<file path="src/rtl/core/tcb_ram.sv">
// simple dual-port synchronous ram, one write and one registered read per cycle
// used for the character grid and the row colors
// no dependencies
module tcb_ram #(
   parameter int WIDTH = 8,
   parameter int DEPTH = 32
) (
   input  logic                     clock,
   input  logic                     wr_en,
   input  logic [$clog2(DEPTH)-1:0] wr_addr,
   input  logic [WIDTH-1:0]         wr_data,
   input  logic [$clog2(DEPTH)-1:0] rd_addr,
   output logic [WIDTH-1:0]         rd_data
);

   logic [WIDTH-1:0] mem_ff [DEPTH];
   logic [WIDTH-1:0] rd_data_ff;

   always_ff @(posedge clock) begin
      if (wr_en) begin
         mem_ff[wr_addr] <= wr_data;
      end
   end

   always_ff @(posedge clock) begin
      rd_data_ff <= mem_ff[rd_addr];
   end

   assign rd_data = rd_data_ff;

endmodule

</file>
<file path="config.mk">
export PLATFORM = sky130hd
export DESIGN_NAME = tcb_ram
export DESIGN_NICKNAME = d
export VERILOG_FILES = /design/src/rtl/core/tcb_ram.sv
export SDC_FILE = /design/constraint.sdc
export NUM_CORES = 1
export LEC_CHECK = 0
export ABC_AREA = 1
export BUFFER_PORTS_ARGS = -buffer_cell sky130_fd_sc_hd__buf_4
export CAP_MARGIN = 10
export CORE_UTILIZATION = 50
export CTS_BUF_LIST = sky130_fd_sc_hd__clkbuf_8
export DETAILED_ROUTE_END_ITERATION = 8
export HOLD_SLACK_MARGIN = 0.03
export PLACE_DENSITY = 0.69
export SLEW_MARGIN = 15
export SYNTH_ARGS = -nofsm -noshare
export SYNTH_HDL_FRONTEND = slang
export SYNTH_SLANG_ARGS = --single-unit
</file>
<file path="constraint.sdc">
create_clock -name clock -period 1.1 [get_ports clock]
set_input_delay 0.055 -clock clock [delete_from_list [all_inputs] [get_ports clock]]
set_output_delay 0.055 -clock clock [all_outputs]
set_load 0.05 [all_outputs]
</file>
* Word-level counts from Yosys, hierarchy flattened
Memories as Yosys holds them, arrays and structs flattened. A register that Yosys moved wholly into a read port is not among the register bits.
Cells that the tools add are included.
** Word-level totals
- Memory bits (writable) :: 256
- Input port bits :: 20
- Memories kept :: 1
- Register bits after elaboration :: 0
- Logic and storage cells :: 3
** Memory list
- mem_ff :: words 32, width 8, read ports 1, clocked after memory_dff 1, wr ports 1, RTL line 16 : logic [WIDTH-1:0] mem_ff [DEPTH];
** Cells by class
- Mux-type cells :: 2
** Operators by type and width (count)
- $mux W1 :: 2

* Depth between registers and ports, before layout
Gate-level depths: netlist of run 1.
- Depth in word-level cells :: 2
- Gate-level depth with buffers :: 11
- Mapped depth without buffers :: 9

* Worst setup path before layout of run 1
Ideal clock, no wire load.
- Kind :: input port to flip-flop
- Start :: input port wr_addr[0]
- End :: memory mem_ff[0][0] (enable)
- Stages :: 3
- Path buffers :: 0
- Slack :: 0.011 ns
- Data arrival time :: 0.719 ns
- Cells stage by stage :: inv_1 nand3_1 nor2_1
** RTL lines
- from (decl) :: RTL line 10 : input logic [$clog2(DEPTH)-1:0] wr_addr,
- to (decl) :: RTL line 16
Straight into the memory's write port.

==> key figures, run 1 <==
Run status
  – Status: complete, but fails checks
  – Failing checks: hold timing, setup timing

Finish
  – Ant diodes: 0
  – Fin nets: between 1,000 and 1,500
  – P&R area growth vs syn: 16.6%
  – Finished Layout Cells: 1,319
  – Layout cell share with drive strength beyond 1: around a fifth
  – Fillers: 1,704

STA
  – Worst rel slew slack: 63.7%
  – Final Cycle Share: 102%
  – Unrepaired setup endpoints after global routing: true
  – Max Clock Skew: approximately 0.015 ns
  – Final hold violation count: 3
  – Slew Limit Fails: 0
  – Final setup fails: 5
  – Setup WS post-layout: -0.0246 ns
  – Fmax: around 0.89 GHz
  – Fin Setup TNS: -0.0523 ns
  – Period minus WS final: between 1 and 1.5 ns
  – Worst-Margin Slew: approximately 0.54 ns
  – Fin Hold WS: -0.0268 ns

Yosys
  – Top FF cell, synth: edfxtp_1
  – Top cell type's share of synthesized area: between 70% and 80%
  – Largest area contributor in the netlist: edfxtp_1
  – Yosys reg bits: between 200 and 300
  – Top-count cell post-synth: nand2_1
  – Most frequent cells after synthesis: nand2_1 (360), edfxtp_1 (256), nand3_1 (204), nor2_1 (32), buf_6 (24)
  – Synth warnings: 0
  – EDFF count, synth: 256
  – Async set or reset register ratio after synthesis: 0%
  – Mapped Nets: roughly 940
  – Cells after Synth: between 900 and 1,000
  – Synth unique cells: 12
  – Mapped Avg Cell Area: 11.7 µm²
  – Post-Syn Area: 0.0108 mm²
  – Seq/Total Area, Yosys: roughly 73%
  – Top post-synthesis cells by area: edfxtp_1 (71%), nand2_1 (13%), nand3_1 (9.5%), buf_6 (2.5%), dfxtp_1 (1.5%)

Route
  – Max layer used: met4
  – Vias: roughly 7,100
  – M1 WL: ~10,000 µm
  – # DRC: 0
  – WL per Instance: 18.8 µm
  – Via density: ~5.4
  – Starting DRT DRC Count: between 600 and 700
  – Post-route ant nets: 0
  – WL final: 24,800 µm
  – Total iterations of the first detailed-routing run: 6
  – Met3 wire length: roughly 1800 µm
  – Met2 Routed Length: around 12,000 µm

Die
  – Ports: 28
  – Die width: 149 µm
  – Initial core utilization: 51.2%
  – Die Area: about 0.022 mm²
  – Cell Rows: 53
  – Die span in y: approximately 150 µm
  – Core area: roughly 0.021 mm²

Power and ir drop
  – Power density cells: 1620 mW/mm²
  – Leak: 4.81 nW
  – Peak supply drop: between 1 and 1.5 mV

Clocking
  – CTS tree: built
  – CTS root buf: clkbuf_8
  – Clk sinks: roughly 260
  – Worst skew pair latency: between 0.5 and 0.6 ns
  – TritonCTS Buffers: 43
  – Post-CTS setup buffers: 0
  – H-tree depth: 2
  – Clk slew on worst S/H paths: 0.06 ns
  – Clock buffer depth: 3

Placed design
  – Placed instance count: 1,231
  – # port buffers: 27
  – Final HPWL DP: between 10,000 and 15,000 µm
  – Pre-CTS setup slack: -0.227 ns
  – RePlAce Congestion: about 0.84

Job
  – Max_cap viols: 0

Worst setup path
  – Arrival time at the worst endpoint: between 1.5 and 2 ns
  – Crit path to: rd_data[3]
  – CP Class: register to register
  – R2R setup slack: -0.02 ns
  – CP endpoint kind: register
  – CP startpoint: mem_ff[15][3]
  – Worst r2r src: mem_ff[15][3]
  – Worst-path fanout max: 1
  – Critical Path RT: ~1.5 ns
  – Reg2reg end: rd_data[3]
  – Startpoint types: register
  – FF-to-FF path depth: 8

Global routing
  – Number of global-route vias before repair: between 7,000 and 8,000
  – Initial antenna violation count: 0
  – First-pass GRT wire length: 38,700 µm
  – GR Util All Layers: 23.4%
  – Total gr overflow: 0
  – Largest net degree at the start of global routing: 65

Min path
  – Hold path cells: 5
  – Worst Hold Class: input pin to register
through the flow:
| stage | utilization, % | cell area (µm²) | power, mW |
|---|---|---|---|
| after floorplan | - | 10800 | 12.4 |
| after global placement | 54.4 | 11500 | 13.0 |
| after detailed placement | 54.4 | 11500 | 13.0 |
| after CTS | 58.8 | 12400 | 20.5 |
| after global routing | 59.7 | 12600 | 21.1 |
| final | 59.7 | 12600 | 20.4 |
worst max-delay path, stage by stage, from the launching register on:
cell	delay (ns)
edfxtp_1	0.35
nand2_1	0.09
nand3_2	0.10
nand3_1	0.11
nand2_1	0.06
nand2_1	0.08
nand2_1	0.06
nand2_2	0.08
nand2_1	0.07
state kept, by name (all words and copies together), names as in the netlist:
signal   flops
rd_data      8
mem_ff     256
cell type report:
class,instances,area [µm²],area share (%)
well taps,275,344,2.73
inverters,10,40.0,0.318
multi-input cells,596,2680,21.3
clock buffers,44,606,4.81
repair buffers,96,907,7.21
clock inverters,34,149,1.18
flip-flops and latches,264,7860,62.5
power by group:
group          internal (mW)  leakage [nW]  total [mW]  switching (mW)
clock network           3.74         0.443        7.45            3.71
registers               11.2          2.38        11.2          0.0569
logic                  0.537          1.99        1.67            1.14
what timing repair did:
action | 4_1_cts | 5_1_grt
gates resized for setup | 27 | 39
pin swaps | 11 | 11
hold endpoints to repair | 264 | 8
hold buffers | 8 | 2
setup endpoints to repair | 14 | 15
per-layer routing:
layer	GRT usage, %	vias to the layer above
li1	-	3382
met1	32.2	3372
met2	37.8	283
met3	3.70	59
met4	8.67	0
met5	0	-
kinds of logic (layout without fill, tap and decap cells):
group / after synthesis / after routing / synth area share, %
buf+inv: 62 / 184 / 4.14
flops: 264 / 264 / 72.8
simple gates: 596 / 596 / 23.1
cell usage in the layout, fill, tap and decap left out, types with 10 or more instances in the layout:
master / synthesis / layout
nand3_1: 204 / 175
edfxtp_1: 256 / 256
nand3_2: 0 / 29
clkbuf_8: 0 / 44
clkinv_2: 0 / 10
nor2_1: 32 / 32
buf_4: 4 / 69
dlygate4sd3_1: 0 / 10
nand2_1: 360 / 345
nand2_2: 0 / 15
inv_1: 8 / 21
how the worst min path moves through the flow:
stage                from            to  slack (ns)
2_1_floorplan  wr_data[0]  mem_ff[0][0]        0.15
3_3_place_gp   rd_addr[4]    rd_data[5]        0.37
3_5_place_dp   rd_addr[4]    rd_data[5]        0.37
4_1_cts        rd_addr[4]    rd_data[5]       -0.20
5_1_grt        rd_addr[3]    rd_data[7]        0.04
6_report       rd_addr[3]    rd_data[2]       -0.03
Note: power is estimated with default switching activity, not from simulation.
==> run 2, diff against run 1 <==
--- a/config.mk
+++ b/config.mk
@@ -8,11 +8,11 @@
 export ABC_AREA = 1
 export BUFFER_PORTS_ARGS = -buffer_cell sky130_fd_sc_hd__buf_4
 export CAP_MARGIN = 10
-export CORE_UTILIZATION = 50
+export CORE_UTILIZATION = 30
 export CTS_BUF_LIST = sky130_fd_sc_hd__clkbuf_8
+export CTS_CLUSTER_DIAMETER = 50
 export DETAILED_ROUTE_END_ITERATION = 8
 export HOLD_SLACK_MARGIN = 0.03
-export PLACE_DENSITY = 0.69
 export SLEW_MARGIN = 15
 export SYNTH_ARGS = -nofsm -noshare
 export SYNTH_HDL_FRONTEND = slang
==> key figures, run 2 (synthesized netlist as in run 1, its figures left out) <==
Worst setup path
  – Startpoint types: register
  – Worst-path fanout max: 1 (unchanged)
  – Arrival time at the worst endpoint: 1.10 ns (-0.45 ns)
  – Critical Path RT: 1.04 ns (-0.49 ns)
  – CP cell instances: buf_8
  – CP Class: register to output port
  – Crit path largest cell delay: 0.39 ns (+0.04 ns)
  – CP top delay family: flip-flops
  – Critical Path Slowest Stage Cell: dfxtp_4
  – Critical path buffer and inverter count: 1 (+1)
  – CP endpoint kind: output port

Finish
  – Fin nets: 1,044 (+1.3%)
  – Multi-input combinational cell area: 0.00290 mm² (+8.5%)
  – P&R area growth vs syn: 23.0%
  – Commonest non-fill, non-tap cell in the layout: nand2_1
  – Layout cell share with drive strength beyond 1: 24.6% (+5.9 points)
  – Number of flip-flops in the largest register: 256 (unchanged)
  – Finished Layout Cells: 1,519 (+15%)
  – Commonest cells after routing, fill and taps aside: nand2_1 (326), edfxtp_1 (256), nand3_1 (139), buf_4 (80), nand3_2 (65)
  – Fillers: 3,366 (+98%)
  – Design area: 0.0133 mm² (+5.4%)
  – Ant diodes: 0 (unchanged)
  – Biggest register: mem_ff
  – Register Area: 0.00788 mm² (+0.21%)

Route
  – Via density: 4.70 (-13%)
  – Vias: 7,141 (+0.63%)
  – WL per Instance: 17.7 µm (-6.0%)
  – WL final: 26,800 µm (+8.3%)
  – Post-route ant nets: 0 (unchanged)
  – Total iterations of the first detailed-routing run: 7 (+1)
  – Starting DRT DRC Count: 631 (-2.6%)
  – # DRC: 0 (unchanged)

Run status
  – Status: complete, but fails checks
  – Failing checks: setup timing

Global routing
  – GR Util All Layers: 14.9% (-8.6 points)
  – First-pass GRT wire length: 40,800 µm (+5.5%)
  – Number of global-route vias before repair: 7,001 (-0.84%)
  – Total gr overflow: 0 (unchanged)
  – Largest net degree at the start of global routing: 57 (-12%)
  – Initial antenna violation count: 0 (unchanged)

STA
  – Setup WS post-layout: -0.0538 ns (-0.0292 ns)
  – Fin Hold WS: 0.165 ns (+0.192 ns)
  – Slew Limit Fails: 0 (unchanged)
  – Final Cycle Share: 105% (+2.7 points)
  – Fmax: 0.867 GHz (-2.5%)
  – Final setup fails: 9 (+4)
  – Worst-Margin Slew: 0.512 ns (-0.0308 ns)
  – Max Clock Skew: 0.0166 ns (+0.00204 ns)
  – Unrepaired setup endpoints after global routing: true
  – Worst rel slew slack: 65.8% (+2.1 points)
  – Final hold violation count: 0 (-3)
  – Period minus WS final: 1.15 ns (+0.0292 ns)

Clocking
  – CTS root buf: clkbuf_8
  – TritonCTS Buffers: 42 (-2.3%)
  – CTS tree: built
  – Worst skew pair latency: 0.56 ns (about the same)
  – Clk sinks: 264 (unchanged)
  – Clk slew on worst S/H paths: 0.06 ns (about the same)
  – Clock buffer depth: 3 (unchanged)
  – H-tree depth: 2 (unchanged)

Placed design
  – Post-DP Area: 0.0119 mm² (+3.3%)
  – Placed instance count: 1,431 (+16%)
  – # port buffers: 27 (unchanged)
  – Final HPWL DP: 16,300 µm (+9.8%)
  – RePlAce Congestion: 0.813 (-2.9%)

Die
  – Core area: 0.0355 mm² (+68%)
  – Cell Rows: 69 (+30%)
  – Die width: 192 µm (+29%)
  – Die Area: 0.0367 mm² (+66%)
  – Initial core utilization: 30.4% (-21 points)
  – Die span in y: 192 µm (+29%)
  – Ports: 28 (unchanged)

Job
  – Max_cap viols: 0 (unchanged)

Power and ir drop
  – Leak: 5.00 nW (+3.9%)
  – Power Total: 21.1 mW (+3.7%)
  – Peak supply drop: 0.643 mV (-43%)
  – Power density cells: 1590 mW/mm² (-1.7%)

Min path
  – Worst Hold Class: input pin to register
==> run 2: worst paths after layout <==
path | from | to | slack (ns) | cells past startpoint
setup / recovery | rd_data[7] | rd_data[7] | -0.05 | 1
hold / removal | rd_addr[2] | rd_data[7] | 0.17 | 8
setup reg to reg | mem_ff[20][6] | rd_data[6] | -0.01 | 8
hold reg to reg | mem_ff[10][6] | rd_data[6] | 0.74 | 8
==> run 2: report_power, final <==
group	internal [mW]	switching (mW)
Combinational	0.623	1.20
Clock	4.26	3.76
Sequential	11.2	0.0906
==> run 2: metrics by stage <==
stage	setup TNS [ns]	util (%)	setup WS, ns
after CTS	-0.448	36.4	-0.0836
after global routing	-0.796	37.4	-0.0999
final	-0.203	37.4	-0.0538
after global placement	-5.64	33.4	-0.272
after detailed placement	-6.98	33.4	-0.279
after floorplan	0	-	0.0110
==> run 2: tightest hold or removal path, cell delays in order <==
cell	delay, ns
buf_4	0.13
buf_12	0.17
nand3_2	0.09
nand2_1	0.05
nand2_1	0.05
nand2_1	0.04
nand2_1	0.05
nand2_1	0.05
==> run 2: final cells by class <==
class | instances | share of cell area (%)
clock inverter | 33 | 1.43
sequential | 264 | 59.4
multi-input combinational | 596 | 21.9
inverter | 10 | 0.292
timing repair buffer | 110 | 8.00
clock buffer | 45 | 4.67
tap | 461 | 4.35
==> run 2: layer usage <==
metal / global-route usage, % / up-vias / share of wire (%)
met5: 0 / - / 0
met4: 4.55 / 0 / 2.2
met3: 3.31 / 45 / 6.3
met2: 23.9 / 222 / 47
met1: 19.9 / 3463 / 44
li1: - / 3411 / -
==> run 2: timing repair <==
item                                    in CTS  in global routing
endpoints found under the setup margin      14                 16
gates cloned                                 0                  0
hold buffers                                10                  0
resized for setup                           48                 83
setup buffers                                0                  0
endpoints found under the hold margin      264                  0
pin swaps                                   11                 74
==> run 3, diff against run 2 <==
--- a/config.mk
+++ b/config.mk
@@ -13,6 +13,7 @@
 export CTS_CLUSTER_DIAMETER = 50
 export DETAILED_ROUTE_END_ITERATION = 8
 export HOLD_SLACK_MARGIN = 0.03
+export SKIP_CTS_REPAIR_TIMING = 1
 export SLEW_MARGIN = 15
 export SYNTH_ARGS = -nofsm -noshare
 export SYNTH_HDL_FRONTEND = slang
==> key figures, run 3 (synthesized netlist as in run 1, its figures left out) <==
Finish
  – Ant diodes: 0 (unchanged)
  – Layout cell share with drive strength beyond 1: 23.7% (-0.83 points)
  – Commonest cells after routing, fill and taps aside: nand2_1 (330), edfxtp_1 (256), nand3_1 (144), buf_4 (80), nand3_2 (60)
  – Multi-input combinational cell area: 0.00287 mm² (-1.2%)
  – Fillers: 3,368 (+0.059%)
  – Design area: 0.0132 mm² (-0.34%)
  – Register Area: 0.00788 mm² (unchanged)
  – Biggest register: mem_ff
  – Number of flip-flops in the largest register: 256 (unchanged)
  – Commonest non-fill, non-tap cell in the layout: nand2_1
  – Fin nets: 1,043 (-0.096%)
  – P&R area growth vs syn: 22.6%

Worst setup path
  – CP Class: register to output port
  – Critical Path RT: 1.04 ns (about the same)
  – R2R setup slack: -0.01 ns (about the same)
  – Critical Path Slowest Stage Cell: dfxtp_4
  – CP cell instances: buf_8
  – Reg2reg end: rd_data[6]
  – FF-to-FF path depth: 8 (unchanged)
  – Worst-path fanout max: 1 (unchanged)
  – Critical path buffer and inverter count: 1 (unchanged)
  – Startpoint types: register
  – CP endpoint kind: output port
  – Arrival time at the worst endpoint: 1.10 ns (about the same)
  – Crit path largest cell delay: 0.39 ns (about the same)
  – Worst r2r src: mem_ff[25][6]
  – CP top delay family: flip-flops

Clocking
  – Clk sinks: 264 (unchanged)
  – CTS tree: built
  – CTS root buf: clkbuf_8
  – Clock buffer depth: 3 (unchanged)
  – Clk slew on worst S/H paths: 0.06 ns (about the same)
  – TritonCTS Buffers: 42 (unchanged)
  – H-tree depth: 2 (unchanged)
  – Worst skew pair latency: 0.55 ns (about the same)

STA
  – Max Clock Skew: 0.0164 ns (-0.000270 ns)
  – Final Cycle Share: 105% (+0.24 points)
  – Final hold violation count: 0 (unchanged)
  – Unrepaired setup endpoints after global routing: true
  – Final setup fails: 9 (unchanged)
  – Worst-Margin Slew: 0.482 ns (-0.0306 ns)
  – Worst rel slew slack: 67.8% (+2.0 points)
  – Slew Limit Fails: 0 (unchanged)
  – Setup WS post-layout: -0.0564 ns (-0.00268 ns)
  – Fmax: 0.865 GHz (-0.23%)
  – Period minus WS final: 1.16 ns (+0.00268 ns)

Power and ir drop
  – Power density cells: 1590 mW/mm² (+0.19%)
  – Leak: 4.98 nW (-0.29%)
  – Peak supply drop: 0.644 mV (about the same)
  – Power Total: 21.1 mW (-0.15%)

Global routing
  – Largest net degree at the start of global routing: 57 (unchanged)
  – Grt met1 use: 19.8% (-0.083 points)
  – Gr busiest metal: met2
  – GR Util All Layers: 14.8% (-0.048 points)
  – Total gr overflow: 0 (unchanged)
  – First-pass GRT wire length: 40,600 µm (-0.44%)
  – Number of global-route vias before repair: 6,964 (-0.53%)
  – Met3 Usage GRT: 3.31% (unchanged)
  – Initial antenna violation count: 0 (unchanged)
  – Met2 Use GR: 24.0% (+0.084 points)

Run status
  – Failing checks: setup timing
  – Status: complete, but fails checks

Die
  – Die span in y: 192 µm (unchanged)
  – Core area: 0.0355 mm² (unchanged)
  – Die width: 192 µm (unchanged)
  – Initial core utilization: 30.4% (unchanged)
  – Cell Rows: 69 (unchanged)
  – Die Area: 0.0367 mm² (unchanged)
  – Ports: 28 (unchanged)

Min path
  – Hold path start: rd_addr[3]
  – Worst Hold Class: input pin to register
  – Hold path cells: 6 (-2)
  – Min-Delay Endpoint: rd_data[7]

Route
  – WL final: 26,800 µm (-0.20%)
  – WL per Instance: 17.6 µm (-0.14%)
  – Starting DRT DRC Count: 616 (-2.4%)
  – Total iterations of the first detailed-routing run: 5 (-2)
  – # DRC: 0 (unchanged)
  – Via density: 4.72 (+0.32%)
  – Post-route ant nets: 0 (unchanged)
  – Vias: 7,159 (+0.25%)

Placed design
  – Final HPWL DP: 16,300 µm (unchanged)
  – Post-DP Area: 0.0119 mm² (unchanged)
  – RePlAce Congestion: 0.813 (unchanged)
  – # port buffers: 27 (unchanged)

Job
  – Max_cap viols: 0 (unchanged)
[run 3: cell count changes in the layout (fill, tap and decap cells not counted)]
cell | before | now
nand2_1 | 326 | 330
nand3_2 | 65 | 60
nand3_1 | 139 | 144
dlygate4sd3_1 | 10 | 9
nand2_2 | 34 | 30
[run 3: final cells by class]
cell class                      instances  share of cell area, %
Clock buffer                           45                   4.68
Clock inverter                         33                   1.44
Inverter                               10                  0.293
Multi-Input combinational cell        596                   21.7
Sequential cell                       264                   59.6
Tap cell                              461                   4.36
Timing Repair Buffer                  109                   7.95
[run 3: metal layers]
layer | routed length (µm) | up-vias
li1 | - | 3408
met1 | 11700 | 3460
met2 | 12600 | 244
met3 | 1880 | 47
met4 | 648 | 0
met5 | 0 | -
[run 3: stage by stage]
step / hold WS (ns) / instances / util (%) / worst slack (ns) / setup TNS, ns
after floorplan: 0.154 / 922 / - / 0.0110 / 0
after global placement: 0.352 / 1431 / 33.4 / -0.272 / -5.64
after detailed placement: 0.358 / 1431 / 33.4 / -0.279 / -6.98
after CTS: -0.221 / 1509 / 35.7 / -0.252 / -1.71
after global routing: 0.0865 / 1518 / 37.3 / -0.104 / -0.857
final: 0.0582 / 1518 / 37.3 / -0.0564 / -0.220
[run 3: worst max path at each step]
stage | startpoint | endpoint | slack [ns] | cells after the start
final | rd_data[7] | rd_data[7] | -0.06 | 1
after global routing | mem_ff[22][6] | rd_data[6] | -0.10 | 8
after floorplan | wr_addr[0] | mem_ff[0][0] | 0.01 | 3
after detailed placement | rd_addr[0] | rd_data[7] | -0.28 | 11
after CTS | rd_data[7] | rd_data[7] | -0.25 | 1
after global placement | rd_addr[0] | rd_data[3] | -0.27 | 11
[run 3: report_power, final]
group | switching [mW] | total [mW] | leakage [nW] | internal, mW
logic | 1.18 | 1.80 | 2.14 | 0.615
registers | 0.0938 | 11.3 | 2.38 | 11.2
clock network | 3.74 | 8.00 | 0.471 | 4.26
total | 5.02 | 21.1 | 4.98 | 16.1
[run 3: worst min-delay path, stage by stage]
cell and delay, ns:
buf_4 0.08, buf_4 0.21, nand2_1 0.07, nand2_1 0.05
nand2_1 0.04, nand2_1 0.06
