File: config.mk
export PLATFORM = sky130hd
export DESIGN_NAME = tcb_ctrl
export DESIGN_NICKNAME = d
export VERILOG_FILES = /design/src/rtl/core/tcb_pkg.sv /design/src/rtl/core/tcb_ctrl.sv
export SDC_FILE = /design/constraint.sdc
export NUM_CORES = 1
export LEC_CHECK = 0
export BUFFER_PORTS_ARGS = -buffer_cell sky130_fd_sc_hd__buf_4
export CORE_ASPECT_RATIO = 2
export CORE_MARGIN = 1
export CORE_UTILIZATION = 40
export CTS_CLUSTER_DIAMETER = 150
export DETAILED_ROUTE_END_ITERATION = 7
export PLACE_DENSITY_LB_ADDON = 0.1
export SLEW_MARGIN = 25
export SYNTH_ARGS = -nofsm -noshare
export SYNTH_HDL_FRONTEND = slang
export SYNTH_SLANG_ARGS = --single-unit
File: constraint.sdc
create_clock -name clock -period 6.7 [get_ports clock]
set_input_delay 2.01 -clock clock [delete_from_list [all_inputs] [get_ports clock]]
set_output_delay 2.01 -clock clock [all_outputs]
set_load 0.005 [all_outputs]
File: src/rtl/core/tcb_pkg.sv
// shared types and constants of the text console buffer
// holds state, sweep and access-mode codes plus field widths
// no dependencies
package tcb_pkg;

   localparam int COLUMNS_DEF = 64;
   localparam int LINES_DEF   = 32;

   localparam int MODE_W  = 3;
   localparam int CHAR_W  = 8;
   localparam int COLOR_W = 8;
   localparam int COL_X_W = 6;
   localparam int ROW_Y_W = 5;

   localparam logic [CHAR_W-1:0] BLANK_CHAR = 8'h20;

   typedef enum logic [MODE_W-1:0] {
      MODE_WRITE    = 3'd0,
      MODE_NEWLINE  = 3'd1,
      MODE_CLEAR    = 3'd2,
      MODE_PUT      = 3'd3,
      MODE_READ     = 3'd4,
      MODE_CURSOR   = 3'd5,
      MODE_COLOR    = 3'd6,
      MODE_COLOR_AT = 3'd7
   } tcb_mode_type;

   typedef enum logic [2:0] {
      ST_IDLE,
      ST_EXEC,
      ST_READ,
      ST_SWEEP,
      ST_DONE
   } tcb_state_type;

   typedef enum logic [1:0] {
      SW_INIT,
      SW_CLEAR,
      SW_SCROLL
   } tcb_sweep_type;

endpackage

File: src/rtl/core/tcb_ctrl.sv
// access sequencer of the text console buffer: cursor, sweep counter, result register
// drives the grid and row color rams; depends on tcb_pkg
module tcb_ctrl #(
   parameter int COLUMNS = tcb_pkg::COLUMNS_DEF,
   parameter int LINES   = tcb_pkg::LINES_DEF,
   localparam int CW = $clog2(COLUMNS),
   localparam int RW = $clog2(LINES),
   localparam int AW = CW + RW
) (
   input  logic                         clock,
   input  logic                         reset,
   input  logic                         req_valid,
   output logic                         req_ready,
   input  logic [tcb_pkg::MODE_W-1:0]   req_mode,
   input  logic [tcb_pkg::CHAR_W-1:0]   req_char_code,
   input  logic [tcb_pkg::COLOR_W-1:0]  req_color,
   input  logic [tcb_pkg::COL_X_W-1:0]  req_col_x,
   input  logic [tcb_pkg::ROW_Y_W-1:0]  req_row_y,
   input  logic [tcb_pkg::COLOR_W-1:0]  fill_color,
   output logic                         grid_wr_en,
   output logic [AW-1:0]                grid_wr_addr,
   output logic [tcb_pkg::CHAR_W-1:0]   grid_wr_data,
   output logic [AW-1:0]                grid_rd_addr,
   input  logic [tcb_pkg::CHAR_W-1:0]   grid_rd_data,
   output logic                         color_wr_en,
   output logic [RW-1:0]                color_wr_addr,
   output logic [tcb_pkg::COLOR_W-1:0]  color_wr_data,
   output logic [RW-1:0]                color_rd_addr,
   input  logic [tcb_pkg::COLOR_W-1:0]  color_rd_data,
   output logic                         rsp_valid,
   input  logic                         rsp_ready,
   output logic [tcb_pkg::CHAR_W-1:0]   rsp_read_char,
   output logic [tcb_pkg::COL_X_W-1:0]  rsp_cursor_col,
   output logic [tcb_pkg::ROW_Y_W-1:0]  rsp_cursor_row
);

   localparam int N_CELLS = LINES * (2 ** CW);
   localparam logic [AW:0]   CNT_END  = (AW+1)'(N_CELLS);
   localparam logic [CW-1:0] LAST_COL = CW'(COLUMNS - 1);
   localparam logic [RW-1:0] LAST_ROW = RW'(LINES - 1);

   // coordinate reduction tables
   logic [CW-1:0] xmod_tab [2 ** tcb_pkg::COL_X_W];
   logic [RW-1:0] ymod_tab [2 ** tcb_pkg::ROW_Y_W];

   for (genvar i = 0; i < 2 ** tcb_pkg::COL_X_W; i++) begin : g_xmod
      localparam int XM = i % COLUMNS;
      assign xmod_tab[i] = CW'(XM);
   end

   for (genvar i = 0; i < 2 ** tcb_pkg::ROW_Y_W; i++) begin : g_ymod
      localparam int YM = i % LINES;
      assign ymod_tab[i] = RW'(YM);
   end

   tcb_pkg::tcb_state_type state_ff, state_in;
   tcb_pkg::tcb_sweep_type kind_ff, kind_in;
   tcb_pkg::tcb_mode_type  mode_ff, mode_in;

   logic [tcb_pkg::CHAR_W-1:0]  char_ff, char_in;
   logic [tcb_pkg::COLOR_W-1:0] color_ff, color_in;
   logic [CW-1:0]               xm_ff, xm_in;
   logic [RW-1:0]               ym_ff, ym_in;
   logic [CW-1:0]               cur_col_ff, cur_col_in;
   logic [RW-1:0]               cur_row_ff, cur_row_in;
   logic [AW:0]                 cnt_ff, cnt_in;

   logic                        gw_pend_ff, gw_pend_in;
   logic                        gw_copy_ff, gw_copy_in;
   logic [AW-1:0]               gw_addr_ff, gw_addr_in;
   logic [tcb_pkg::CHAR_W-1:0]  gw_data_ff, gw_data_in;
   logic                        cw_pend_ff, cw_pend_in;
   logic                        cw_copy_ff, cw_copy_in;
   logic [RW-1:0]               cw_addr_ff, cw_addr_in;
   logic [tcb_pkg::COLOR_W-1:0] cw_data_ff, cw_data_in;

   logic [tcb_pkg::CHAR_W-1:0]  rd_char_ff, rd_char_in;
   logic                        rsp_valid_ff, rsp_valid_in;
   logic [tcb_pkg::CHAR_W-1:0]  rsp_char_ff, rsp_char_in;
   logic [tcb_pkg::COL_X_W-1:0] rsp_col_ff, rsp_col_in;
   logic [tcb_pkg::ROW_Y_W-1:0] rsp_row_ff, rsp_row_in;

   logic          accept;
   logic          next_line;
   logic          at_last_row;
   logic          sweep_end;
   logic          rsp_free;
   logic [RW-1:0] cnt_row;
   logic [CW-1:0] cnt_col;
   logic          cnt_last_row;

   assign accept       = req_valid && (state_ff == tcb_pkg::ST_IDLE);
   assign at_last_row  = (cur_row_ff == LAST_ROW);
   assign next_line    = (mode_ff == tcb_pkg::MODE_NEWLINE) ||
                         ((mode_ff == tcb_pkg::MODE_WRITE) && (cur_col_ff == LAST_COL));
   assign sweep_end    = (cnt_ff == CNT_END);
   assign rsp_free     = !rsp_valid_ff || rsp_ready;
   assign cnt_row      = cnt_ff[AW-1:CW];
   assign cnt_col      = cnt_ff[CW-1:0];
   assign cnt_last_row = (cnt_row == LAST_ROW);

   // next state
   always_comb begin
      state_in = state_ff;
      unique case (state_ff)
         tcb_pkg::ST_IDLE: begin
            if (accept) state_in = tcb_pkg::ST_EXEC;
         end
         tcb_pkg::ST_EXEC: begin
            if (mode_ff == tcb_pkg::MODE_READ) begin
               state_in = tcb_pkg::ST_READ;
            end else if (mode_ff == tcb_pkg::MODE_CLEAR) begin
               state_in = tcb_pkg::ST_SWEEP;
            end else if (next_line && at_last_row) begin
               state_in = tcb_pkg::ST_SWEEP;
            end else begin
               state_in = tcb_pkg::ST_DONE;
            end
         end
         tcb_pkg::ST_READ: begin
            state_in = tcb_pkg::ST_DONE;
         end
         tcb_pkg::ST_SWEEP: begin
            if (sweep_end) begin
               state_in = (kind_ff == tcb_pkg::SW_INIT) ? tcb_pkg::ST_IDLE : tcb_pkg::ST_DONE;
            end
         end
         tcb_pkg::ST_DONE: begin
            if (rsp_free) state_in = tcb_pkg::ST_IDLE;
         end
         default: state_in = tcb_pkg::ST_IDLE;
      endcase
   end

   // datapath and memory controls
   always_comb begin
      mode_in      = mode_ff;
      char_in      = char_ff;
      color_in     = color_ff;
      xm_in        = xm_ff;
      ym_in        = ym_ff;
      kind_in      = kind_ff;
      cur_col_in   = cur_col_ff;
      cur_row_in   = cur_row_ff;
      cnt_in       = cnt_ff;
      rd_char_in   = rd_char_ff;
      gw_pend_in   = 1'b0;
      gw_copy_in   = 1'b0;
      gw_addr_in   = cnt_ff[AW-1:0];
      gw_data_in   = '0;
      cw_pend_in   = 1'b0;
      cw_copy_in   = 1'b0;
      cw_addr_in   = cnt_row;
      cw_data_in   = '0;
      rsp_valid_in = rsp_valid_ff && !rsp_ready;
      rsp_char_in  = rsp_char_ff;
      rsp_col_in   = rsp_col_ff;
      rsp_row_in   = rsp_row_ff;

      grid_wr_en    = 1'b0;
      grid_wr_addr  = gw_addr_ff;
      grid_wr_data  = gw_data_ff;
      grid_rd_addr  = {ym_ff, xm_ff};
      color_wr_en   = 1'b0;
      color_wr_addr = cw_addr_ff;
      color_wr_data = cw_data_ff;
      color_rd_addr = '0;

      unique case (state_ff)
         tcb_pkg::ST_IDLE: begin
            if (accept) begin
               mode_in    = tcb_pkg::tcb_mode_type'(req_mode);
               char_in    = req_char_code;
               color_in   = req_color;
               xm_in      = xmod_tab[req_col_x];
               ym_in      = ymod_tab[req_row_y];
               rd_char_in = '0;
            end
         end
         tcb_pkg::ST_EXEC: begin
            unique case (mode_ff)
               tcb_pkg::MODE_WRITE, tcb_pkg::MODE_NEWLINE: begin
                  if (mode_ff == tcb_pkg::MODE_WRITE) begin
                     grid_wr_en   = 1'b1;
                     grid_wr_addr = {cur_row_ff, cur_col_ff};
                     grid_wr_data = char_ff;
                  end
                  if (next_line) begin
                     cur_col_in = '0;
                     if (at_last_row) begin
                        kind_in = tcb_pkg::SW_SCROLL;
                        cnt_in  = '0;
                     end else begin
                        cur_row_in = cur_row_ff + RW'(1);
                     end
                  end else begin
                     cur_col_in = cur_col_ff + CW'(1);
                  end
               end
               tcb_pkg::MODE_CLEAR: begin
                  cur_col_in = '0;
                  cur_row_in = '0;
                  kind_in    = tcb_pkg::SW_CLEAR;
                  cnt_in     = '0;
               end
               tcb_pkg::MODE_PUT: begin
                  grid_wr_en   = 1'b1;
                  grid_wr_addr = {ym_ff, xm_ff};
                  grid_wr_data = char_ff;
               end
               tcb_pkg::MODE_READ: begin
                  grid_rd_addr = {ym_ff, xm_ff};
               end
               tcb_pkg::MODE_CURSOR: begin
                  cur_col_in = xm_ff;
                  cur_row_in = ym_ff;
               end
               tcb_pkg::MODE_COLOR: begin
                  color_wr_en   = 1'b1;
                  color_wr_addr = cur_row_ff;
                  color_wr_data = color_ff;
               end
               tcb_pkg::MODE_COLOR_AT: begin
                  color_wr_en   = 1'b1;
                  color_wr_addr = ym_ff;
                  color_wr_data = color_ff;
               end
            endcase
         end
         tcb_pkg::ST_READ: begin
            rd_char_in = grid_rd_data;
         end
         tcb_pkg::ST_SWEEP: begin
            // read one row ahead, write the cell in the cycle after the read
            if (!sweep_end) begin
               cnt_in     = cnt_ff + (AW+1)'(1);
               gw_pend_in = 1'b1;
               gw_addr_in = cnt_ff[AW-1:0];
               if (kind_ff == tcb_pkg::SW_SCROLL) begin
                  gw_copy_in = !cnt_last_row;
                  gw_data_in = tcb_pkg::BLANK_CHAR;
                  if (!cnt_last_row) begin
                     grid_rd_addr = {cnt_row + RW'(1), cnt_col};
                  end
               end else if (kind_ff == tcb_pkg::SW_CLEAR) begin
                  gw_data_in = char_ff;
               end
               if (cnt_col == '0) begin
                  cw_pend_in = 1'b1;
                  cw_addr_in = cnt_row;
                  if (kind_ff == tcb_pkg::SW_SCROLL) begin
                     cw_copy_in = !cnt_last_row;
                     cw_data_in = fill_color;
                     if (!cnt_last_row) begin
                        color_rd_addr = cnt_row + RW'(1);
                     end
                  end else if (kind_ff == tcb_pkg::SW_CLEAR) begin
                     cw_data_in = color_ff;
                  end
               end
            end
         end
         tcb_pkg::ST_DONE: begin
            if (rsp_free) begin
               rsp_valid_in = 1'b1;
               rsp_char_in  = rd_char_ff;
               rsp_col_in   = tcb_pkg::COL_X_W'(cur_col_ff);
               rsp_row_in   = tcb_pkg::ROW_Y_W'(cur_row_ff);
            end
         end
         default: begin
         end
      endcase

      // delayed sweep writes
      if (gw_pend_ff) begin
         grid_wr_en   = 1'b1;
         grid_wr_addr = gw_addr_ff;
         grid_wr_data = gw_copy_ff ? grid_rd_data : gw_data_ff;
      end
      if (cw_pend_ff) begin
         color_wr_en   = 1'b1;
         color_wr_addr = cw_addr_ff;
         color_wr_data = cw_copy_ff ? color_rd_data : cw_data_ff;
      end
   end

   always_ff @(posedge clock) begin
      if (reset) begin
         state_ff     <= tcb_pkg::ST_SWEEP;
         kind_ff      <= tcb_pkg::SW_INIT;
         cnt_ff       <= '0;
         cur_col_ff   <= '0;
         cur_row_ff   <= '0;
         gw_pend_ff   <= 1'b0;
         cw_pend_ff   <= 1'b0;
         rsp_valid_ff <= 1'b0;
      end else begin
         state_ff     <= state_in;
         kind_ff      <= kind_in;
         cnt_ff       <= cnt_in;
         cur_col_ff   <= cur_col_in;
         cur_row_ff   <= cur_row_in;
         gw_pend_ff   <= gw_pend_in;
         cw_pend_ff   <= cw_pend_in;
         rsp_valid_ff <= rsp_valid_in;
      end
   end

   always_ff @(posedge clock) begin
      mode_ff     <= mode_in;
      char_ff     <= char_in;
      color_ff    <= color_in;
      xm_ff       <= xm_in;
      ym_ff       <= ym_in;
      rd_char_ff  <= rd_char_in;
      gw_copy_ff  <= gw_copy_in;
      gw_addr_ff  <= gw_addr_in;
      gw_data_ff  <= gw_data_in;
      cw_copy_ff  <= cw_copy_in;
      cw_addr_ff  <= cw_addr_in;
      cw_data_ff  <= cw_data_in;
      rsp_char_ff <= rsp_char_in;
      rsp_col_ff  <= rsp_col_in;
      rsp_row_ff  <= rsp_row_in;
   end

   assign req_ready      = (state_ff == tcb_pkg::ST_IDLE);
   assign rsp_valid      = rsp_valid_ff;
   assign rsp_read_char  = rsp_char_ff;
   assign rsp_cursor_col = rsp_col_ff;
   assign rsp_cursor_row = rsp_row_ff;

endmodule

# Word level (Yosys, flattened, before mapping)
# Memories as Yosys holds them, arrays and structs flattened. A register that Yosys moved wholly into a read port is not among the register bits.
# Index checks and enable logic that the tools add are counted.
[classes] n_addsub=4 eq_ne=27 muxes=64 bitwise=5 reduce_logical=32
[ops] cell="2-to-1 mux 8 bit" n=11
[ops] cell="2-to-1 mux 11 bit" n=7
[ops] cell="case mux 12 bit (2 select lines)" n=2
[ops] cell="2-to-1 mux 5 bit" n=9
[ops] cell="2-to-1 mux 12 bit" n=3
[ops] cell="case mux 8 bit (2 select lines)" n=2
[ops] cell="case mux 11 bit (2 select lines)" n=1
[ops] cell="2-to-1 mux 3 bit" n=7
[ops] cell="2-to-1 mux 6 bit" n=3
[ops] cell="case mux 6 bit (3 select lines)" n=1
[ops] cell="== test 3 bit (second input constant)" n=5
[ops] cell="case mux 3 bit (5 select lines)" n=1
[ops] cell="case mux 5 bit (3 select lines)" n=1
[ops] cell="adder 12 x 1 -> 12 bit (second input constant)" n=1
[ops] cell="== test 12 bit (second input constant)" n=1
[ops] cell="== test 3 x 2 -> 1 bit (second input constant)" n=4
[ops] cell="inequality test 2 bit (second input constant)" n=6
[ops] cell="2-to-1 mux 1 bit" n=11
[ops] cell="adder 5 x 1 -> 5 bit (second input constant)" n=2
[ops] cell="== test 5 bit (second input constant)" n=2
[ops] cell="case mux 5 bit (2 select lines)" n=1
[ops] cell="inequality test 3 bit (second input constant)" n=3
[ops] cell="AND reduction 2 bit" n=4
[ops] cell="AND reduction 4 bit" n=2
[ops] cell="25 further kinds" n=42
[word_totals] reg_bits=111 mem_bits_ro=544 elab_cells=156 memories=2
[mem_list] memory="(name not given)" words=64 width=6 rd=1 rd_clocked_by_memory_dff=1 wr=0 line_no="tcb_ctrl.sv:175" source="xm_in = xmod_tab[req_col_x];"
[mem_list] memory="(name not given)" words=32 width=5 rd=1 rd_clocked_by_memory_dff=1 wr=0 line_no="tcb_ctrl.sv:176" source="ym_in = ymod_tab[req_row_y];"

# Logic depth before layout (Yosys ltp)
# Gate-level depths: netlist of run 1.
[depth] ltp_word=8 mapped_depth=9 mapped_depth_nobuf=8

# Worst setup path before layout of run 1
# No wires, ideal clock.
[synth_path] kind="input -> output" from="in grid_rd_data[0] (netlist name)" to="out grid_wr_data[0] (netlist name)" arrival_ps=2428 required_time_ps=4690 path_slack_ps=2262 stages=2 path_cell_list="and3_1 > a221o_1"
[synth_via] elab_chain_cells=2
[synth_rtl] item="start: declaration" line_no="tcb_ctrl.sv:24" source="input logic [tcb_pkg::CHAR_W-1:0] grid_rd_data,"
[synth_rtl] item="2-to-1 mux 8 bit" line_no="tcb_ctrl.sv:279" source="grid_wr_data = gw_copy_ff ? grid_rd_data : gw_data_ff;"
[synth_rtl] item="2-to-1 mux 8 bit" line_no="tcb_ctrl.sv:276" source="if (gw_pend_ff) begin"
[synth_rtl] item="end: declaration" line_no="tcb_ctrl.sv:22" source="output logic [tcb_pkg::CHAR_W-1:0] grid_wr_data,"
# No other way between the ends.

# Final worst setup path of run 1
[layout_path] from="reg mode_ff[2]" to="out grid_wr_data[2] (netlist name)"
[layout_via] elab_chain_cells=5 elab_cells_between_ends=8 cone_classes="eq/ne: 2; mux: 4; reduce/logical: 2"
[layout_rtl] item="start: declaration" line_no="tcb_ctrl.sv:58" source="tcb_pkg::tcb_mode_type mode_ff, mode_in;"
[layout_rtl] item="start signal: assignment" line_no="tcb_ctrl.sv:311" source="mode_ff <= mode_in;"
[layout_rtl] item="== test 3 x 1 -> 1 bit or logical NOT 3 bit (tied branches)" line_no="tcb_ctrl.sv:181, tcb_ctrl.sv:183"
[layout_rtl] item="OR reduction 2 bit or 2-to-1 mux 8 bit (tied branches)" line_no="tcb_ctrl.sv:181, tcb_ctrl.sv:183"
[layout_rtl] item="case mux 8 bit (2 select lines) (*)" line_no="tcb_ctrl.sv:181" source="unique case (mode_ff)"
[layout_rtl] item="2-to-1 mux 8 bit (*)" line_no="tcb_ctrl.sv:169" source="unique case (state_ff)"
[layout_rtl] item="2-to-1 mux 8 bit (*)" line_no="tcb_ctrl.sv:276"
# Mark *: on every way between the ends. The rest lies on a longest branch, timed or not.

==> results.yml, run 1 <==
finish:
  antennaDiodeCount: 0
  fillerInstances: 1208
  nets: 703
  design_area_sq_um: 6970
  area_growth_pct: 31.2
  drive_gt1_frac: 0.274
sta:
  finalSetupViolations: 0
  worst_pin_slew_ps: 950
  rsz0062_at_grt: "no"
  period_needed_ps: 5030
  fin_crit_sh: 0.750
  finalClockSkew_ps: 7.02
  slew-limit-headroom: 0.365
  timing.hold.ws_ps: 416
  drv_slew: 0
  clock.fmax_mhz: 199
  setup_tns_ps: 0
  hold_viol_final: 0
floorplanning:
  fp.coreArea_sq_um: 13000
  die_h_um: 165
  placementRows: 59
  start_util: 0.409
  dieArea_sq_um: 13800
  die_w_um: 83.5
  io_pins: 129
setup_path:
  critPathKind: "flop to output port"
  worst_setup_path_end_kind: "output port"
  rr_endpoint: "cnt_ff[0]"
  path_max_fanout: 15
  cp.arrival_ps: 3020
  worst_path_largest_cell_delay_ps: 630
  startpoint_type: "flop"
  reg2reg_slack_ps: 3970
  reg2regPathDepth: 7
  path_cells: "or4b_4 > or3b_4 > or2_1 > o22ai_1 > a21oi_1 > buf_4"
  cp.buffers_inverters: 1
  required_ps: 4690
  critPathTopFamily: "simple AND/OR/NAND/NOR gates"
  timing.rr.start: "cnt_ff[6]"
  cp_slowest_cell: "or4b_4"
drt:
  wl_met2_mm: 8.10
  drtAntennaViolNets: 0
  route.vias.total: 4434
  vias_per_cell: 5.53
  wl_per_cell_um: 18.0
  drt-initial-drc-count: 257
  wl_met1_mm: 5.34
  postRouteWirelength_mm: 14.4
  first_pass_iters: 4
  met3WireLength_um: 509
  highest_layer: "met4"
  drc_errors: 0
yosys:
  netlist_area_sq_um: 5310
  synthArstFlopShare: 0
  yosys_warnings: 0
  synth_cell_types: 62
  ys_seq_area_frac: 0.548
  synth_cells: 517
  syn_avg_cell_area_sq_um: 10.3
  syn_nets: 583
  synthFlopType: "dfxtp_1"
  synth_edf_count: 57
  ys_ff_latch: 117
worst_hold_path:
  min_path_type: "flop to flop"
  hold_path_end: "rsp_read_char[4]"
  min_delay_path_depth: 0
  min-delay-start: "rd_char_ff[4]"
clock_tree:
  clk_pin_slew_worst_paths_ps: 60
  htree_levels: 4
  cts_buffer_depth: 2
  numCtsBuffers: 17
  cts_tree: "built"
  clock-sinks: 117
  insertion_delay_ps: 410
  cts_root_buf: "clkbuf_16"
  ctsHoldBuffers: 0
  post_cts.repair.setup_buffers: 0
  cts_resized: 0
global_routing:
  antenna_found_initial: 0
  grt.overflow.total: 0
  grt_pass1_vias: 4306
  grt_first_pass_wirelength_mm: 21.9
  grt_use_total: 0.208
  grt_max_degree: 33
run:
  drv_cap: 0
pwr:
  power.density_nw_per_um2: 250
  peakVddDrop_uv: 237
  leakage_nw: 2.73
place:
  port_buffers: 128
  routabilityCongestion: 0.951
  dpl.hpwl_mm: 10.8
  placed_cell_area_sq_um: 6350
outcome:
  status: "finished clean"
-- cell usage in the layout (no fill, tap or decap), types with 7 or more instances in the layout --
cell / instances
a22oi_1: 21
nor3_1: 8
and3_1: 17
and2_1: 19
a21oi_1: 29
ha_1: 8
mux2i_1: 7
o31ai_1: 15
o21ai_1: 11
nand2_1: 62
nor2_1: 35
inv_1: 10
clkbuf_16: 17
a221o_1: 8
a32oi_1: 9
dfxtp_1: 60
nand3_1: 15
or4_1: 8
edfxtp_1: 57
buf_4: 130
o21ai_0: 21
-- flip-flops by register name (all words and copies together), names as in the netlist, 6 cells and up --
signal          count
cw_data_ff          8
cur_col_ff          6
cnt_ff             12
xm_ff               6
color_ff            8
rd_char_ff          8
rsp_read_char       8
rsp_cursor_col      6
gw_addr_ff          6
gw_data_ff          8
char_ff             8
-- how the worst max path moves through the flow --
| stage | from | to | cells past startpoint |
|---|---|---|---|
| floorplan | grid_rd_data[0] | grid_wr_data[0] | 2 |
| global placement | grid_rd_data[5] | grid_wr_data[5] | 4 |
| detailed placement | grid_rd_data[5] | grid_wr_data[5] | 4 |
| CTS | mode_ff[2] | grid_wr_data[2] | 6 |
| global route | cnt_ff[6] | grid_rd_addr[4] | 7 |
| finish | mode_ff[2] | grid_wr_data[2] | 6 |
-- where the power goes --
group | switching [mW] | internal, mW | total [mW]
Sequential | 0.00594 | 0.750 | 0.756
Combinational | 0.0205 | 0.0291 | 0.0496
Clock | 0.344 | 0.595 | 0.939
Total | 0.370 | 1.37 | 1.75
-- through the flow --
step                      instances  utilization  power, mW  setup slack [ps]
after floorplan                 517            -      0.783              2260
after global placement          770        0.489      0.819              1990
after detailed placement        770        0.489      0.821              1990
after CTS                       802        0.536       1.76              1650
after global routing            802        0.537       1.79              1460
final                           802        0.537       1.75              1670
-- worst reg2reg max path, cell delays in order, from the launching register on --
cell and delay (ps):
dfxtp_1 390, inv_1 90, ha_1 160, nor4b_1 510, nand4_2 310, a21oi_2 780, o21ai_0 210, a21oi_1 200
-- Yosys cell counts (9+ instances only) --
cell type	n	share of area
o21ai_1	11	0.010
edfxtp_1	57	0.32
clkbuf_1	19	0.013
inv_1	10	0.0071
and3_1	17	0.020
a22oi_1	21	0.030
and2_1	19	0.022
a21oi_1	29	0.027
a32oi_1	9	0.015
o21ai_0	21	0.020
o31ai_1	15	0.021
nor2_1	36	0.025
nand3_1	15	0.014
nand2_1	62	0.044
dfxtp_1	60	0.23
-- layout make-up --
cell class | count | area, sq um | area share
Multi-Input combinational cell | 361 | 2240 | 0.321
Clock buffer | 17 | 425 | 0.0610
Sequential cell | 117 | 2910 | 0.418
Clock inverter | 15 | 193 | 0.0276
Tap cell | 152 | 190 | 0.0273
Timing Repair Buffer | 130 | 976 | 0.140
Inverter | 10 | 37.5 | 0.00538
-- per-layer routing --
metal	track usage	vias up
met5	0	-
met4	0.103	0
met3	0.0485	25
met2	0.398	115
met1	0.209	2125
li1	-	2169
-- cell families (layout without fill, tap and decap cells) --
group / Yosys count / in the layout / share of synthesized area
buf+inv: 39 / 172 / 0.0313
xor+xnor: 3 / 3 / 0.00495
mux: 11 / 11 / 0.0217
compound gates: 138 / 138 / 0.174
fa+ha+maj: 8 / 8 / 0.0188
simple gates: 201 / 201 / 0.201
flops: 117 / 117 / 0.548
Note: power is estimated with default switching activity, not from simulation.
==> run 2: changes to the inputs <==
Clock period 6.7 ns to 4.5 ns, I/O delays scaled along.
==> results.yml, run 2 (same netlist as run 1, synthesis figures left out) <==
sta:
  clock.fmax_mhz: 227
  slew-limit-headroom: 0.396
  fin_ws_ps: 104
  finalClockSkew_ps: 11.6
  rsz0062_at_grt: "no"
  drv_slew: 0
  period_needed_ps: 4400
  timing.hold.ws_ps: 407
  hold_viol_final: 0
  setup_tns_ps: 0
  fin_crit_sh: 0.977
  finalSetupViolations: 0
  worst_pin_slew_ps: 905
global_routing:
  grt_use_total: 0.213
  grt_max_degree: 24
  grt_pass1_vias: 4516
  grt_first_pass_wirelength_mm: 22.4
  grt.overflow.total: 0
  antenna_found_initial: 0
drt:
  route.vias.total: 4528
  drt-initial-drc-count: 331
  vias_per_cell: 5.60
  wl_per_cell_um: 18.3
  postRouteWirelength_mm: 14.8
  first_pass_iters: 7
  drc_errors: 0
  drtAntennaViolNets: 0
clock_tree:
  htree_levels: 4
  numCtsBuffers: 17
  post_cts.repair.setup_buffers: 0
  cts_buffer_depth: 2
  clk_pin_slew_worst_paths_ps: 50
  cts_root_buf: "clkbuf_16"
  cts_tree: "built"
  ctsHoldBuffers: 0
  insertion_delay_ps: 410
  cts_resized: 0
  clock-sinks: 117
setup_path:
  worst_setup_path_end_kind: "output port"
  startpoint_type: "flop"
  reg2regPathDepth: 8
  cp.arrival_ps: 3050
  required_ps: 3150
  path_max_fanout: 15
  critPathKind: "flop to output port"
  setup.worst_path.start: "mode_ff[2]"
  timing.rr.start: "cur_row_ff[0]"
  reg2reg_slack_ps: 1790
place:
  routabilityCongestion: 0.905
  port_buffers: 128
  pre_cts_slack_ps: 542
  dpl.hpwl_mm: 11.2
  placed_cell_area_sq_um: 6400
finish:
  area_growth_pct: 32.1
  antennaDiodeCount: 0
  layout_commonest_cell: "buf_4"
  mostFrequentLayoutCells: "136 x buf_4, 62 x nand2_1, 60 x dfxtp_1, 57 x edfxtp_1, 35 x nor2_1"
  largest_reg_flops: 12
  top_register: "cnt_ff"
  design_area_sq_um: 7020
  drive_gt1_frac: 0.279
  nets: 709
outcome:
  status: "finished clean"
floorplanning:
  io_pins: 129
  start_util: 0.409
  fp.coreArea_sq_um: 13000
  die_h_um: 165
  placementRows: 59
  die_w_um: 83.5
  dieArea_sq_um: 13800
run:
  drv_cap: 0
pwr:
  leakage_nw: 2.76
  peakVddDrop_uv: 265
  power_mw: 2.61
  power.density_nw_per_um2: 371
worst_hold_path:
  min_path_type: "flop to flop"
  min-delay-start: "cnt_ff[0]"
  min_delay_path_depth: 0
[run 2: changes by cell type in the layout (fill, tap and decap cells not counted), sizes merged]
| cell | delta |
|---|---|
| clkinv | +3 |
| buf | +6 |
| inv | -4 |
| clkbuf | +2 |
| clkinvlp | -1 |
[run 2: routing by layer]
metal,track usage,wire length (um),share of wire
met1,0.212,5420,0.37
met5,0,0,0
met3,0.0460,596,0.040
met2,0.396,8210,0.55
met4,0.139,574,0.039
[run 2: power breakdown]
group,internal [mW],total [mW],switching [mW],leakage [nW]
clock network,0.907,1.40,0.497,0.299
registers,1.12,1.13,0.00966,0.956
logic,0.0434,0.0738,0.0304,1.51
total,2.07,2.61,0.538,2.76
[run 2: final timing paths]
check,to
worst max-delay path,grid_wr_data[2]
worst min-delay path,gw_addr_ff[0]
worst max register to register,cnt_ff[1]
worst min register to register,gw_addr_ff[0]
[run 2: layout make-up]
type	instances	area, sq um
Clock buffer	19	453
Inverter	10	37.5
Multi-Input combinational cell	361	2240
Fill cell	1183	5970
Tap cell	152	190
Timing Repair Buffer	136	1020
Clock inverter	13	170
Sequential cell	117	2910
[run 2: worst max-delay path: stages (launching register included)]
cell and delay [ps]:
edfxtp_1 580, or4b_4 630, or3b_4 510, or2_1 460, o22ai_1 230, a21oi_1 60
buf_4 160
[run 2: stage by stage]
stage / util / instances
2_1_floorplan: - / 517
3_3_place_gp: 0.492 / 776
3_5_place_dp: 0.492 / 776
4_1_cts: 0.540 / 808
5_1_grt: 0.540 / 808
6_report: 0.540 / 808
==> run 3: changes to the inputs <==
Settings changed: GPL_ROUTABILITY_DRIVEN set to 0, RECOVER_POWER set to 25.
==> results.yml, run 3 (same netlist as run 1, synthesis figures left out) <==
outcome:
  status: "finished clean"
setup_path:
  reg2regPathDepth: 8
  reg2reg_slack_ps: 1790
  path_max_fanout: 13
  cp.arrival_ps: 2820
  startpoint_type: "flop"
  worst_setup_path_end_kind: "output port"
  rr_endpoint: "cnt_ff[0]"
  required_ps: 3150
  critPathKind: "flop to output port"
  timing.rr.start: "cur_row_ff[0]"
clock_tree:
  htree_levels: 4
  cts_tree: "built"
  insertion_delay_ps: 410
  cts_root_buf: "clkbuf_16"
  cts_buffer_depth: 2
  clock-sinks: 117
  numCtsBuffers: 17
  post_cts.repair.setup_buffers: 0
  cts_resized: 0
  ctsHoldBuffers: 0
  clk_pin_slew_worst_paths_ps: 60
worst_hold_path:
  min_path_type: "flop to flop"
  min_delay_path_depth: 0
  min-delay-start: "cnt_ff[0]"
  hold_path_end: "gw_addr_ff[0]"
finish:
  mostFrequentLayoutCells: "105 x buf_4, 62 x nand2_1, 60 x dfxtp_1, 57 x edfxtp_1, 35 x nor2_1"
  area_growth_pct: 32.3
  utilization: 0.541
  drive_gt1_frac: 0.277
  nets: 710
  antennaDiodeCount: 0
  layout_commonest_cell: "buf_4"
  top_register: "cnt_ff"
  design_area_sq_um: 7030
  largest_reg_flops: 12
place:
  port_buffers: 128
  placed_cell_area_sq_um: 6400
  dpl.hpwl_mm: 10.9
sta:
  rsz0062_at_grt: "no"
  finalSetupViolations: 0
  drv_slew: 0
  hold_viol_final: 0
  clock.fmax_mhz: 240
  fin_crit_sh: 0.926
  timing.hold.ws_ps: 408
  slew-limit-headroom: 0.390
  setup_tns_ps: 0
  finalClockSkew_ps: 7.43
  worst_pin_slew_ps: 915
  period_needed_ps: 4170
run:
  drv_cap: 0
pwr:
  pwr-share-clk: 0.545
  power_mw: 2.63
  combPwrFrac: 0.027
  p_int_mw: 2.09
  switching_share: 0.205
  seqPwrFrac: 0.427
  p_sw_mw: 0.541
  peakVddDrop_uv: 282
  leakage_nw: 2.75
  power.density_nw_per_um2: 375
floorplanning:
  die_h_um: 165
  io_pins: 129
  placementRows: 59
  dieArea_sq_um: 13800
  start_util: 0.409
  fp.coreArea_sq_um: 13000
  die_w_um: 83.5
drt:
  wl_per_cell_um: 17.8
  drt-initial-drc-count: 238
  route.vias.total: 4480
  vias_per_cell: 5.54
  drc_errors: 0
  first_pass_iters: 4
  drtAntennaViolNets: 0
  postRouteWirelength_mm: 14.4
global_routing:
  antenna_found_initial: 0
  grt_first_pass_wirelength_mm: 22.4
  grt_max_degree: 24
  grt_use_total: 0.212
  grt_pass1_vias: 4390
  grt.overflow.total: 0
==> run 3: cell count changes in the layout (fill, tap and decap cells not counted) <==
cell and delta:
clkinv_4 -1, clkbuf_1 +3, clkinv_2 +1, bufinv_16 +1, clkinvlp_4 +1, buf_4 -31, clkbuf_8 -2, clkbuf_4 +30
clkinv_1 -1
==> run 3: how the worst max path moves through the flow <==
stage                     slack, ps  cells past startpoint         endpoint   startpoint
after floorplan                1190                      7  grid_wr_addr[0]  state_ff[1]
after global placement          810                      6  grid_wr_data[2]  state_ff[0]
after detailed placement        760                      6  grid_wr_data[2]  state_ff[0]
after CTS                       320                      6  grid_wr_data[2]  state_ff[0]
after global routing            190                      6  grid_wr_data[2]  state_ff[0]
final                           330                      6  grid_wr_data[2]  state_ff[0]
==> run 3: stage by stage <==
stage,instances,worst slack [ps]
CTS,809,319
global placement,777,811
finish,809,332
detailed placement,777,759
floorplan,517,1190
global route,809,189
==> run 3: per-layer routing <==
layer | up-vias | part of all wire | GRT usage
met2 | 126 | 0.56 | 0.399
li1 | 2188 | - | -
met5 | - | 0 | 0
met4 | 0 | 0.032 | 0.120
met1 | 2142 | 0.38 | 0.214
met3 | 24 | 0.032 | 0.0435
==> run 3: layout make-up <==
class                           instances  area [sq um]
Clock buffer                           18           429
Clock inverter                         14           200
Fill cell                            1184          5960
Inverter                               10          37.5
Multi-Input combinational cell        361          2240
Sequential cell                       117          2910
Tap cell                              152           190
Timing Repair Buffer                  137          1020
==> run 3: power by group through the flow <==
stage | sequential, mW | clock (mW) | combinational (mW)
6_report | 1.13 | 1.44 | 0.0720
5_1_grt | 1.13 | 1.51 | 0.0781
4_1_cts | 1.12 | 1.47 | 0.0744
3_5_place_dp | 1.15 | 0 | 0.0741
3_3_place_gp | 1.15 | 0 | 0.0731
2_1_floorplan | 1.14 | 0 | 0.0227
==> run 3: critical path, stage by stage, from the launching register on <==
cell     delay (ps)
dfxtp_1         470
or4b_4          570
or3b_4          510
or2_1           430
o22ai_1         220
a21oi_1          60
buf_4           160
